**src/sv/pac_pkg.sv**
```systemverilog
`timescale 1ns / 1ps
// ----------------------------------------------------------------------------
// Polygon area and centroid package
// Shared widths, the edge word passed from front to back, the divider
// request and the back-end state type.
// ----------------------------------------------------------------------------
package pac_pkg;

  localparam int unsigned COORD_BITS = 16;
  localparam int unsigned PROD_W     = 2 * COORD_BITS;
  localparam int unsigned CROSS_E_W  = PROD_W + 1;
  localparam int unsigned SUM_W      = COORD_BITS + 1;
  localparam int unsigned WPROD_W    = CROSS_E_W + SUM_W;
  localparam int unsigned CROSS_W    = 48;
  localparam int unsigned WSUM_W     = 64;
  localparam int unsigned AREA_W     = 46;
  localparam int unsigned DEN_W      = 50;
  localparam int unsigned DIV_STEPS  = WSUM_W;
  localparam int unsigned DIV_CNT_W  = $clog2(DIV_STEPS);
  localparam int unsigned FIFO_DEPTH = 4;
  localparam int unsigned FIFO_PTR_W = $clog2(FIFO_DEPTH);
  localparam int unsigned FIFO_CNT_W = $clog2(FIFO_DEPTH + 1);

  localparam logic [CROSS_W-1:0] AREA_MAX = CROSS_W'({AREA_W{1'b1}});

  typedef struct packed {
    logic signed [COORD_BITS-1:0] ax;
    logic signed [COORD_BITS-1:0] ay;
    logic signed [COORD_BITS-1:0] bx;
    logic signed [COORD_BITS-1:0] by;
    logic                         last;
  } pac_edge_t;

  typedef struct packed {
    logic [WSUM_W-1:0] num;
    logic [DEN_W-1:0]  den;
    logic              den_neg;
  } pac_div_req_t;

  typedef enum logic [1:0] {
    BK_ACCUM,
    BK_DIVIDE,
    BK_OUTPUT
  } back_state_e;

endpackage

```
**src/sv/pac_front.sv**
```systemverilog
`timescale 1ns / 1ps
// ----------------------------------------------------------------------------
// Vertex front end
// Accepts vertex words, tracks the first and previous vertex of the open
// ring and turns each vertex into the edge words it closes.
// ----------------------------------------------------------------------------
module pac_front #(
  parameter int unsigned COORD_WIDTH = 16
) (
  input  logic                                  clk_i,
  input  logic                                  rst_ni,
  input  logic                                  in_valid_i,
  output logic                                  in_ready_o,
  input  logic signed [pac_pkg::COORD_BITS-1:0] vertex_x_i,
  input  logic signed [pac_pkg::COORD_BITS-1:0] vertex_y_i,
  input  logic                                  last_in_ring_i,
  input  logic                                  last_in_set_i,
  output logic                                  push_o,
  output pac_pkg::pac_edge_t                    push_data_o,
  input  logic                                  full_i
);
  import pac_pkg::*;

  logic signed [COORD_BITS-1:0] x, y;
  logic signed [COORD_BITS-1:0] first_x_q, first_y_q, prev_x_q, prev_y_q;
  logic                         open_q, pend_q;
  pac_edge_t                    pend_edge_q;
  logic                         accept, close;

  assign x = COORD_BITS'($signed(vertex_x_i[COORD_WIDTH-1:0]));
  assign y = COORD_BITS'($signed(vertex_y_i[COORD_WIDTH-1:0]));

  assign in_ready_o = !pend_q && !full_i;
  assign accept     = in_valid_i && in_ready_o;
  assign close      = last_in_ring_i || last_in_set_i;

  always_comb begin
    push_o      = 1'b0;
    push_data_o = pend_edge_q;
    if (pend_q) begin
      push_o = !full_i;
    end else if (accept) begin
      if (open_q) begin
        push_o      = 1'b1;
        push_data_o = '{ax: prev_x_q, ay: prev_y_q, bx: x, by: y, last: 1'b0};
      end else if (close) begin
        push_o      = 1'b1;
        push_data_o = '{ax: x, ay: y, bx: x, by: y, last: last_in_set_i};
      end
    end
  end

  always_ff @(posedge clk_i or negedge rst_ni) begin
    if (!rst_ni) begin
      open_q <= 1'b0;
      pend_q <= 1'b0;
    end else if (pend_q) begin
      if (!full_i) begin
        pend_q <= 1'b0;
      end
    end else if (accept) begin
      open_q <= !close;
      pend_q <= open_q && close;
    end
  end

  always_ff @(posedge clk_i) begin
    if (accept) begin
      prev_x_q <= x;
      prev_y_q <= y;
      if (!open_q) begin
        first_x_q <= x;
        first_y_q <= y;
      end
      pend_edge_q <= '{ax: x, ay: y, bx: first_x_q, by: first_y_q,
                       last: last_in_set_i};
    end
  end

endmodule

```
**config.mk**
```make
export PLATFORM = sky130hd
export DESIGN_NAME = pac_front
export DESIGN_NICKNAME = d
export VERILOG_FILES = /design/src/sv/pac_pkg.sv /design/src/sv/pac_front.sv
export SDC_FILE = /design/constraint.sdc
export NUM_CORES = 1
export LEC_CHECK = 0
export ABC_AREA = 1
export BUFFER_PORTS_ARGS = -buffer_cell sky130_fd_sc_hd__buf_2
export CORE_AREA = 2 2 88 124
export CTS_BUF_LIST = sky130_fd_sc_hd__clkbuf_4
export CTS_CLUSTER_DIAMETER = 150
export DETAILED_ROUTE_END_ITERATION = 6
export DIE_AREA = 0 0 90 126
export GPL_TIMING_DRIVEN = 0
export HOLD_SLACK_MARGIN = 0.03
export PLACE_DENSITY = 0.62
export SLEW_MARGIN = 20
export SYNTH_ARGS = -nofsm -noshare
export SYNTH_HDL_FRONTEND = slang
export SYNTH_SLANG_ARGS = --single-unit
```
**constraint.sdc**
```tcl
create_clock -name clk_i -period 2.5 [get_ports clk_i]
set_input_delay 0.5 -clock clk_i [delete_from_list [all_inputs] [get_ports clk_i]]
set_output_delay 0.5 -clock clk_i [all_outputs]
set_load 0.005 [all_outputs]
```
Word level (Yosys, flattened, before mapping)
Cells that the tools add are included.
{"block": "classes", "mux": 11, "bitwise": 2, "n_reduce_logical": 9}
{"cell": "$mux 65", "n": 4}
{"cell": "$mux 1", "n": 7}
{"cell": "$reduce_and 2->1", "n": 2}
{"cell": "$logic_and 1x1->1", "n": 3}
{"cell": "$logic_not 1->1", "n": 3}
{"cell": "$not 1->1", "n": 2}
{"cell": "$logic_or 1x1->1", "n": 1}
{"block": "totals", "reg_bits": 99, "input_bits": 38}

Logic depth before layout (Yosys ltp)
{"block": "depth", "word_depth": 5, "depth_mapped": 7}

Worst setup path after synthesis
Ideal clock, no wire load.
{"block": "synth_path", "path_kind": "input to register", "from": "in full_i", "to": "reg first_x_q[0] (enable)", "setup_time_ps": 421, "arrival_ps": 2040, "required_ps": 2079, "slack_ps": 39, "cell_stages": 3, "path_buffers": 0, "path_cell_list": "inv_2 nand3_1 nor2_1"}
{"block": "synth_between", "elab_chain_cells": 4}
{"item": "start: declaration", "line": "pac_front.sv:20", "text": "input logic full_i"}
{"item": "$logic_not 1->1"}
{"item": "$logic_and 1x1->1", "line": "pac_front.sv:33", "text": "assign in_ready_o = !pend_q && !full_i;"}
{"item": "$logic_and 1x1->1", "line": "pac_front.sv:34", "text": "assign accept = in_valid_i && in_ready_o;"}
{"item": "$reduce_and 2->1 (no line)"}
{"item": "end signal: assignment", "line": "pac_front.sv:72", "text": "first_x_q <= x;"}
{"item": "end: declaration", "line": "pac_front.sv:25", "text": "logic signed [COORD_BITS-1:0] first_x_q, first_y_q, prev_x_q, prev_y_q;"}
Every way passes these cells.
A chain may end at the register's enable or synchronous reset.

==> results.py <==
metrics = {
    "status": {
        "status": "finished, final reports clean",
    },
    "sta": {
        "max_freq_mhz": 427.0,
        "fin_crit_sh_pct": 93.68,
        "whs_ps": 255.9,
        "hold_viol": 0,
        "worst_pin_slew_ps": 596.3,
        "fin_crit_ps": 2342,
        "final-setup-viol-count": 0,
        "rsz0062_at_grt": "yes",
        "slew_violations": 0,
        "relSlewSlack_pct": 60.15,
        "fin_skew_ps": 16.61,
    },
    "place": {
        "dp_hpwl_mm": 6.198,
        "port_buffers": 104,
        "gp_congestion": 0.7382,
    },
    "synth": {
        "synth_simple_gate_area_share_pct": 22.19,
        "ys_seq_area_share_pct": 73.40,
        "syn_nets": 374,
        "synth_top_family_by_area": "simple AND/OR/NAND/NOR gates",
        "syn-instance-count": 336,
        "synth-xor-area-share_pct": 0,
        "synthDistinctLibCells": 14,
        "ys_ff_latch": 99,
        "synthAdderAreaFrac_pct": 0,
        "synth_compound_area_share_pct": 0.3720,
        "syn_area_per_cell_um2": 12.01,
        "yosys-mux-area-fraction_pct": 0,
        "yosysWarnings": 0,
        "netlist_area_mm2": 0.004036,
    },
    "global_route": {
        "grt_pass1_wl_mm": 14.41,
        "grt_pass1_vias": 2747,
        "grt.busiest_layer": "met2",
        "use_met3_pct": 4.007,
        "grt_max_degree": 75,
        "antenna_found_initial": 1,
        "track_usage_pct": 16.70,
        "grt_remaining_overflow": 0,
        "use_met2_pct": 28.22,
        "grt_util_met1_pct": 20.68,
    },
    "worst_setup_path": {
        "timing.rr.end": "first_x_q[1]",
        "crit_start": "pend_q",
        "reg2reg_from": "pend_q",
        "criticalPathCategory": "reg2out",
        "end_kind": "primary output",
        "cp_max_fo": 10,
        "start_kind": "flop",
        "r2r_cells": 4,
        "r2r_slack_ps": 830,
        "critPathRequiredTime_ps": 2000,
        "critPathArrivalTime_ps": 1840,
    },
    "clock_network": {
        "root_buffer": "clkbuf_4",
        "clockBufferDepth": 2,
        "htree_levels": 3,
        "cts.sinks": 99,
        "insertion_delay_ps": 450,
        "numCtsBuffers": 9,
        "cts_tree": "done",
        "clk_pin_slew_ps": 150,
    },
    "die": {
        "core_mm2": 0.01024,
        "io_pins": 105,
        "dieWidth_um": 90,
        "start_util_pct": 39.42,
        "die_y_um": 126,
        "placementRows": 44,
        "dieArea_mm2": 0.01134,
    },
    "pwr": {
        "switching_share_pct": 26.24,
        "clkPwrFrac_pct": 25.0,
        "p_switching_uw": 860.7,
        "pwr-share-seq_pct": 59.5,
        "power_density_mw_per_mm2": 661.9,
        "p_int_mw": 2.419,
        "worst_ir_drop_vdd_mv": 0.4607,
        "pwr-share-comb_pct": 15.5,
        "leakage_nw": 2.153,
    },
    "routing": {
        "vias": 2867,
        "wl_per_cell_um": 15.54,
        "drt_pass1_iterations": 4,
        "drt_iter0_markers": 168,
        "routed_wl_mm": 9.308,
        "drcViolationCount": 0,
        "viasPerCell": 4.786,
        "ant_nets": 0,
    },
    "hold_path": {
        "hp-class": "in2reg",
        "min_to": "pend_edge_q[63]",
        "holdPathStages": 1,
        "worstHoldStart": "vertex_x_i[14]",
    },
    "final_layout": {
        "multi_input_area_um2": 918.4,
        "num-nets-final": 493,
        "regArea_mm2": 0.002963,
        "filler_cell_count": 1011,
        "area_delta_synth_final_pct": 22.75,
        "final_util_pct": 48.39,
        "drive_gt1_share_pct": 32.83,
    },
    "flow_run": {
        "max-cap-violations": 0,
    },
}
layout by cell type, fill, tap and decap left out, types with 4 or more instances in the layout:
master    instances
nand3_1          66
clkbuf_4          9
edfxtp_1         97
inv_1             5
buf_6             6
nand2_2           4
buf_2           112
buf_4             6
nand2_1         133
nor2_4            4
registers in the layout, summed over array words and instances (netlist names):
| signal | flops |
|---|---|
| open_q | 1 |
| first_x_q | 16 |
| pend_edge_q | 65 |
| first_y_q | 16 |
| pend_q | 1 |
worst max path at each step:
| stage | end | slack, ps | cells past startpoint |
|---|---|---|---|
| floorplan | first_x_q[0] | 40 | 3 |
| global placement | first_x_q[4] | -900 | 4 |
| detailed placement | push_data_o[56] | 20 | 9 |
| CTS | push_data_o[56] | 20 | 7 |
| global route | push_data_o[33] | -10 | 8 |
| finish | push_data_o[34] | 160 | 8 |
cells by family (layout without fill, tap and decap cells):
family	Yosys count	count (layout)
compound gates	3	3
other cells	0	1
simple gates	208	208
flops	99	99
buf+inv	26	150
repair_timing:
item	4_1_cts	5_1_grt
hold buffers	1	0
endpoints found under the setup margin	9	9
buffers inserted	0	1
pin swaps	0	1
hold endpoints to repair	2	0
gates cloned	0	1
resized for setup	3	4
critical path: stages (launching register included):
cell	delay, ps
dfrtp_1	420
inv_2	70
nand2_2	70
nor2_4	210
buf_6	190
buf_6	160
nand3_1	70
nand2_1	100
buf_2	120
routing by layer:
layer  share of wire [%]  up-vias
met5                   0        -
met4                 1.8        0
met3                 4.7       11
met2                  52       79
met1                  42     1376
li1                    -     1401
Yosys cell counts, drive strengths merged:
cell	n	share of area [%]
nand3	66	8.2
edfxtp	97	72
o21ai	2	0.25
nor2	5	1.0
dfrtp	2	1.2
inv	7	0.65
buf	19	3.4
a21oi	1	0.12
nand2	137	13
cell type report:
class | count | share of cell area [%]
antenna | 1 | 0.05051
sequential | 99 | 59.80
tap | 138 | 3.485
clock buffer | 9 | 1.364
inverter | 7 | 0.5303
clock inverter | 7 | 1.389
timing repair buffer | 108 | 11.64
buffer | 19 | 3.207
multi-input combinational | 211 | 18.54
stage by stage:
stage,total power [mW],instance area [um2],instances,worst slack (ps),TNS (ps)
floorplan,2.240,4036,336,38.82,0
global placement,2.476,4730,578,-902.3,-37390
detailed placement,2.503,4787,580,21.60,0
CTS,3.314,4926,596,22.58,0
global route,3.434,4955,599,-10.92,-11.03
finish,3.280,4955,599,158.1,0
power by group through the flow:
stage               Sequential [mW]  Clock (mW)  Combinational (mW)
floorplan                      1.99           0               0.255
global placement               1.99           0               0.487
detailed placement             1.99           0               0.511
CTS                            1.95       0.848               0.513
global route                   1.96       0.902               0.571
finish                         1.95       0.819               0.508
Power figures use the tool's default switching activity.
