File: config.mk
export PLATFORM = sky130hd
export DESIGN_NAME = pac_fifo
export DESIGN_NICKNAME = d
export VERILOG_FILES = /design/src/sv/pac_pkg.sv /design/src/sv/pac_fifo.sv
export SDC_FILE = /design/constraint.sdc
export NUM_CORES = 1
export LEC_CHECK = 0
export BUFFER_PORTS_ARGS = -buffer_cell sky130_fd_sc_hd__buf_2
export CORE_UTILIZATION = 64
export CTS_BUF_LIST = sky130_fd_sc_hd__clkbuf_2 sky130_fd_sc_hd__clkbuf_4 sky130_fd_sc_hd__clkbuf_8
export CTS_CLUSTER_SIZE = 14
export DETAILED_ROUTE_END_ITERATION = 8
export PLACE_DENSITY = 0.88
export SLEW_MARGIN = 20
export SYNTH_ARGS = -nofsm -noshare
export SYNTH_HDL_FRONTEND = slang
export SYNTH_SLANG_ARGS = --single-unit
File: constraint.sdc
create_clock -name clk_i -period 4.3 [get_ports clk_i]
set_input_delay 0.43 -clock clk_i [delete_from_list [all_inputs] [get_ports clk_i]]
set_output_delay 0.43 -clock clk_i [all_outputs]
set_load 0.02 [all_outputs]
File: src/sv/pac_pkg.sv
`timescale 1ns / 1ps
// ----------------------------------------------------------------------------
// Polygon area and centroid package
// Shared widths, the edge word passed from front to back, the divider
// request and the back-end state type.
// ----------------------------------------------------------------------------
package pac_pkg;

  localparam int unsigned COORD_BITS = 16;
  localparam int unsigned PROD_W     = 2 * COORD_BITS;
  localparam int unsigned CROSS_E_W  = PROD_W + 1;
  localparam int unsigned SUM_W      = COORD_BITS + 1;
  localparam int unsigned WPROD_W    = CROSS_E_W + SUM_W;
  localparam int unsigned CROSS_W    = 48;
  localparam int unsigned WSUM_W     = 64;
  localparam int unsigned AREA_W     = 46;
  localparam int unsigned DEN_W      = 50;
  localparam int unsigned DIV_STEPS  = WSUM_W;
  localparam int unsigned DIV_CNT_W  = $clog2(DIV_STEPS);
  localparam int unsigned FIFO_DEPTH = 4;
  localparam int unsigned FIFO_PTR_W = $clog2(FIFO_DEPTH);
  localparam int unsigned FIFO_CNT_W = $clog2(FIFO_DEPTH + 1);

  localparam logic [CROSS_W-1:0] AREA_MAX = CROSS_W'({AREA_W{1'b1}});

  typedef struct packed {
    logic signed [COORD_BITS-1:0] ax;
    logic signed [COORD_BITS-1:0] ay;
    logic signed [COORD_BITS-1:0] bx;
    logic signed [COORD_BITS-1:0] by;
    logic                         last;
  } pac_edge_t;

  typedef struct packed {
    logic [WSUM_W-1:0] num;
    logic [DEN_W-1:0]  den;
    logic              den_neg;
  } pac_div_req_t;

  typedef enum logic [1:0] {
    BK_ACCUM,
    BK_DIVIDE,
    BK_OUTPUT
  } back_state_e;

endpackage

File: src/sv/pac_fifo.sv
`timescale 1ns / 1ps
// ----------------------------------------------------------------------------
// Edge queue
// A short first-word-fall-through queue of edge words between the front and
// the back, so that each side can stall on its own.
// ----------------------------------------------------------------------------
module pac_fifo (
  input  logic              clk_i,
  input  logic              rst_ni,
  input  logic              push_i,
  input  pac_pkg::pac_edge_t push_data_i,
  output logic              full_o,
  input  logic              pop_i,
  output logic              valid_o,
  output pac_pkg::pac_edge_t pop_data_o
);
  import pac_pkg::*;

  pac_edge_t               mem_q [FIFO_DEPTH];
  logic [FIFO_PTR_W-1:0]   wr_ptr_q, rd_ptr_q;
  logic [FIFO_CNT_W-1:0]   count_q, count_d;
  logic                    do_push, do_pop;

  assign full_o     = (count_q == FIFO_CNT_W'(FIFO_DEPTH));
  assign valid_o    = (count_q != '0);
  assign pop_data_o = mem_q[rd_ptr_q];
  assign do_push    = push_i && !full_o;
  assign do_pop     = pop_i && valid_o;

  always_comb begin
    count_d = count_q;
    if (do_push && !do_pop) begin
      count_d = count_q + FIFO_CNT_W'(1);
    end else if (do_pop && !do_push) begin
      count_d = count_q - FIFO_CNT_W'(1);
    end
  end

  always_ff @(posedge clk_i or negedge rst_ni) begin
    if (!rst_ni) begin
      wr_ptr_q <= '0;
      rd_ptr_q <= '0;
      count_q  <= '0;
    end else begin
      count_q <= count_d;
      if (do_push) begin
        wr_ptr_q <= wr_ptr_q + FIFO_PTR_W'(1);
      end
      if (do_pop) begin
        rd_ptr_q <= rd_ptr_q + FIFO_PTR_W'(1);
      end
    end
  end

  always_ff @(posedge clk_i) begin
    if (do_push) begin
      mem_q[wr_ptr_q] <= push_data_i;
    end
  end

endmodule

After elaboration in Yosys (flattened, before gate mapping)
Memory sizes are Yosys's and may differ from the RTL's.
Cells that the tools add are included.

cells by class
  add/sub/neg operators = 4
  equality and inequality tests = 1
  multiplexer cells = 4
  reduce and logical (&&, ||, !) cells = 9

operators by type and width
  kind                 number
  $mux 3               2
  $add 2x1->2 const B  2
  $logic_and 1x1->1    4
  $add 3x1->3 const B  1
  $eq 3x3->1 const B   1
  $logic_not 1->1      3
  $reduce_bool 3->1    1
  $sub 3x1->3 const B  1
  $mux 1               2
  $reduce_bool 2->1    1

word-level totals
  bits in registers = 7
  RAM bits = 260
  input bits = 69
  output and inout port bits = 67
  word-level logic and storage cells = 22
  memories = 1

memory list
  memory  depth  bits a word  read ports  clocked after Yosys merged registers in  write ports  line            text
  mem_q   4      65           1           0                                        1            pac_fifo.sv:19  pac_edge_t mem_q [FIFO_DEPTH];

Longest topological paths before layout
  depth in word-level cells = 7
  depth in mapped cells = 9
  depth with buffers taken out = 8

Worst setup path before layout
Ideal clock, no wire load.

  kind = register to register
  from = register count_q[2]
  to = memory mem_q[0][0] (netlist name), enable pin
  setup time = 0.430 ns
  arrival time = 2.385 ns
  data required time = 3.870 ns
  slack = 1.485 ns
  cell stages (with the launch flop) = 5
  path buffers = 1
  period minus slack after synthesis = 2.815 ns
  cells stage by stage = dfrtp_1 nor3b_2 nor2b_1 buf_2 and2_1

on the way
  longest elaborated chain between the ends = 5

RTL lines
  element                       line            text
  start: declaration            pac_fifo.sv:21  logic [FIFO_CNT_W-1:0] count_q, count_d;
  start signal: assignment      pac_fifo.sv:45  count_q <= count_d;
  $eq 3x3->1                    pac_fifo.sv:24  assign full_o = (count_q == FIFO_CNT_W'(FIFO_DEPTH));
  net full_o                    pac_fifo.sv:12  output logic full_o,
  $logic_not 1->1               pac_fifo.sv:27  assign do_push = push_i && !full_o;
  $logic_and 1x1->1             pac_fifo.sv:27
  net do_push                   pac_fifo.sv:22  logic do_push, do_pop;
  $mux 1                        pac_fifo.sv:56  if (do_push) begin
  $mux 1 (implied by the code)  pac_fifo.sv:57  mem_q[wr_ptr_q] <= push_data_i;
  end: declaration              pac_fifo.sv:19

The timed path passes the listed nets, and every way through them passes these cells.

==> impl_metrics.py <==
metrics = {
    "sta": {
        "worstMarginPinSlew_ns": 1.01,
        "fin_tns_setup_ns": 0,
        "whs_ns": 0.110,
        "skew_ns": 0.0162,
        "finalHoldViolCount": 0,
        "drv_slew": 0,
        "relSlewSlack": 0.330,
        "min_period_ns": 2.93,
        "finalSetupViolCount": 0,
        "rsz0062_at_grt": "no",
        "fin_crit_sh": 0.682,
        "timing.fmax_mhz": 341,
    },
    "layout": {
        "nets": 614,
        "layoutNonFillerInstCount": 750,
        "drive_gt1_frac": 0.477,
        "diodes": 0,
        "syn2layout_area_growth_pct": 15.7,
        "layout_common_cells": "edfxtp_1 (260), buf_2 (135), mux4_2 (65)",
        "final_common_cell": "edfxtp_1",
        "final_util": 0.771,
        "fillers": 788,
    },
    "drt": {
        "avgRoutedWirePerCell_microns": 21.7,
        "first_pass_iters": 4,
        "drtIter0Drc": 283,
        "finalWirelength_mm": 16.3,
        "antenna_left": 0,
        "viasPerCell": 5.89,
        "drcViolationCount": 0,
        "num_vias": 4420,
    },
    "logic_synthesis": {
        "synth_seq_area_share": 0.812,
        "netlist_instances": 375,
        "yosys.area_share.simple": 0.00636,
        "synth_cell_types": 21,
        "synth.avg_cell_area_sq_um": 26.2,
        "synth_seq_cells": 267,
        "synth_mux_area_frac": 0.151,
        "synth-xor-area-share": 0.00535,
        "synth_top_family_by_area": "multiplexers",
        "synth_compound_area_frac": 0,
        "synth_area_sq_mm": 0.00983,
        "synth_nets": 450,
        "synthAdderAreaFrac": 0.00840,
        "yosysWarnings": 0,
    },
    "floorplan": {
        "initial_core_util": 0.666,
        "die_y_microns": 126,
        "ios": 136,
        "die_w_microns": 126,
        "dieArea_sq_mm": 0.0159,
        "rows": 44,
        "core_area_sq_mm": 0.0148,
    },
    "place": {
        "hpwlAfterDp_mm": 9.05,
        "io_buffers": 135,
        "place_congestion": 0.673,
        "place_inst": 679,
    },
    "job": {
        "cap_violations": 0,
    },
    "min_path": {
        "min_to": "mem_q[2][0]$_DFFE_PP_",
        "hold_path_depth": 1,
        "hold_class": "in -> reg",
        "min_from": "push_data_i[0]",
    },
    "grt": {
        "grt_overflow_total": 0,
        "antenna_found_initial": 0,
        "grt_max_degree": 67,
        "grt_pass1_wl_mm": 25.0,
        "track_usage": 0.214,
        "grt_pass1_vias": 4734,
    },
    "status": {
        "outcome": "complete, no violations",
    },
    "setup_path": {
        "rr_endpoint": "mem_q[3][47]$_DFFE_PP_",
        "rr_startpoint": "count_q[2]$_DFFE_PN0P_",
        "critical_path.max_fanout": 39,
        "ff2ff_path_depth": 3,
        "startpoint_type": "flip-flop",
        "critPathKind": "reg -> out",
        "crit_path_end_kind": "output pin",
        "critPathArrivalTime_ns": 2.50,
        "cp.required_ns": 3.87,
        "reg2reg_slack_ns": 1.87,
    },
    "clock_network": {
        "htreeDepth": 2,
        "clock-sinks": 267,
        "path_clk_slew_ns": 0.06,
        "clockBufferDepth": 3,
        "post_cts_buffers": 0,
        "cts_root_buf": "clkbuf_8",
        "cts_resized": 0,
        "cts_made_buffers": 41,
        "cts_hold_buf": 1,
        "clk_latency_ns": 0.53,
        "cts_tree": "yes",
    },
    "power": {
        "p_leak_nw": 3.92,
        "ir_drop_mv": 0.483,
        "powerDensity_mw_per_mm2": 708,
    },
}
synth_stat cells, drive strengths merged:
| library cell | number | area share |
|---|---|---|
| edfxtp | 260 | 0.79 |
| mux4 | 65 | 0.15 |
| buf | 14 | 0.015 |
| dfrtp | 7 | 0.018 |
| ha | 5 | 0.0064 |
| and2 | 4 | 0.0025 |
| xnor2 | 4 | 0.0036 |
| inv | 3 | 0.0011 |
| clkbuf | 2 | 0.00076 |
| mux2 | 2 | 0.0023 |
| xor2 | 2 | 0.0018 |
| fa | 1 | 0.0020 |
| nand2 | 1 | 0.00038 |
| nand3 | 1 | 0.00051 |
| nor2 | 1 | 0.00038 |
| nor2b | 1 | 0.00064 |
| nor3b | 1 | 0.0013 |
| or3 | 1 | 0.00064 |
cell families after synthesis:
family | Yosys count
mux | 67
flops | 267
buf+inv | 19
fa+ha+maj | 6
xor+xnor | 6
simple gates | 10
report_power, final:
| group | switching (mW) | internal, mW | leakage [nW] |
|---|---|---|---|
| Combinational | 1.33 | 1.04 | 1.08 |
| Sequential | 0.336 | 3.46 | 2.46 |
| Clock | 0.887 | 1.00 | 0.387 |
sequential cells by signal (all words and copies together), names as in the netlist:
| signal | flops |
|---|---|
| count_q | 3 |
| mem_q | 260 |
| rd_ptr_q | 2 |
| wr_ptr_q | 2 |
cell type report:
| type | count | area [sq um] | share of cell area |
|---|---|---|---|
| clock buffer | 54 | 662 | 0.0582 |
| timing repair buffer | 137 | 706 | 0.0621 |
| tap | 184 | 230 | 0.0202 |
| clock inverter | 16 | 76.3 | 0.00671 |
| inverter | 3 | 11.3 | 0.000990 |
| multi-input combinational | 89 | 1690 | 0.149 |
| sequential | 267 | 7990 | 0.703 |
how the worst max path moves through the flow:
| stage | start | to | slack, ns | cells after the start |
|---|---|---|---|---|
| after floorplan | count_q[2]$_DFFE_PN0P_ | mem_q[0][0]$_DFFE_PP_ | 1.49 | 4 |
| after global placement | rd_ptr_q[0]$_DFFE_PN0P_ | pop_data_o[53] | 1.86 | 3 |
| after detailed placement | rd_ptr_q[0]$_DFFE_PN0P_ | pop_data_o[38] | 1.86 | 3 |
| after CTS | rd_ptr_q[0]$_DFFE_PN0P_ | pop_data_o[38] | 1.28 | 3 |
| after global routing | rd_ptr_q[0]$_DFFE_PN0P_ | pop_data_o[47] | 1.21 | 3 |
| final | rd_ptr_q[0]$_DFFE_PN0P_ | pop_data_o[47] | 1.37 | 3 |
routing by layer:
metal | wire (microns) | share of wire | vias up | GRT usage
li1 | - | - | 1932 | -
met1 | 6560 | 0.40 | 2298 | 0.267
met2 | 8350 | 0.51 | 160 | 0.367
met3 | 1060 | 0.065 | 30 | 0.0548
met4 | 296 | 0.018 | 0 | 0.0815
met5 | 0 | 0 | - | 0
per-stage QoR:
| step | cell area (sq um) | setup WS [ns] | total power [mW] |
|---|---|---|---|
| after floorplan | 9830 | 1.49 | 5.57 |
| after global placement | 10600 | 1.86 | 6.19 |
| after detailed placement | 10600 | 1.86 | 6.26 |
| after CTS | 11400 | 1.28 | 8.14 |
| after global routing | 11400 | 1.21 | 8.40 |
| final | 11400 | 1.37 | 8.05 |
worst max-delay path, stage by stage, from the launching register on:
cell	delay, ns
dfrtp_4	0.80
buf_12	0.38
mux4_2	0.58
buf_2	0.18
Power figures use the tool's default switching activity.
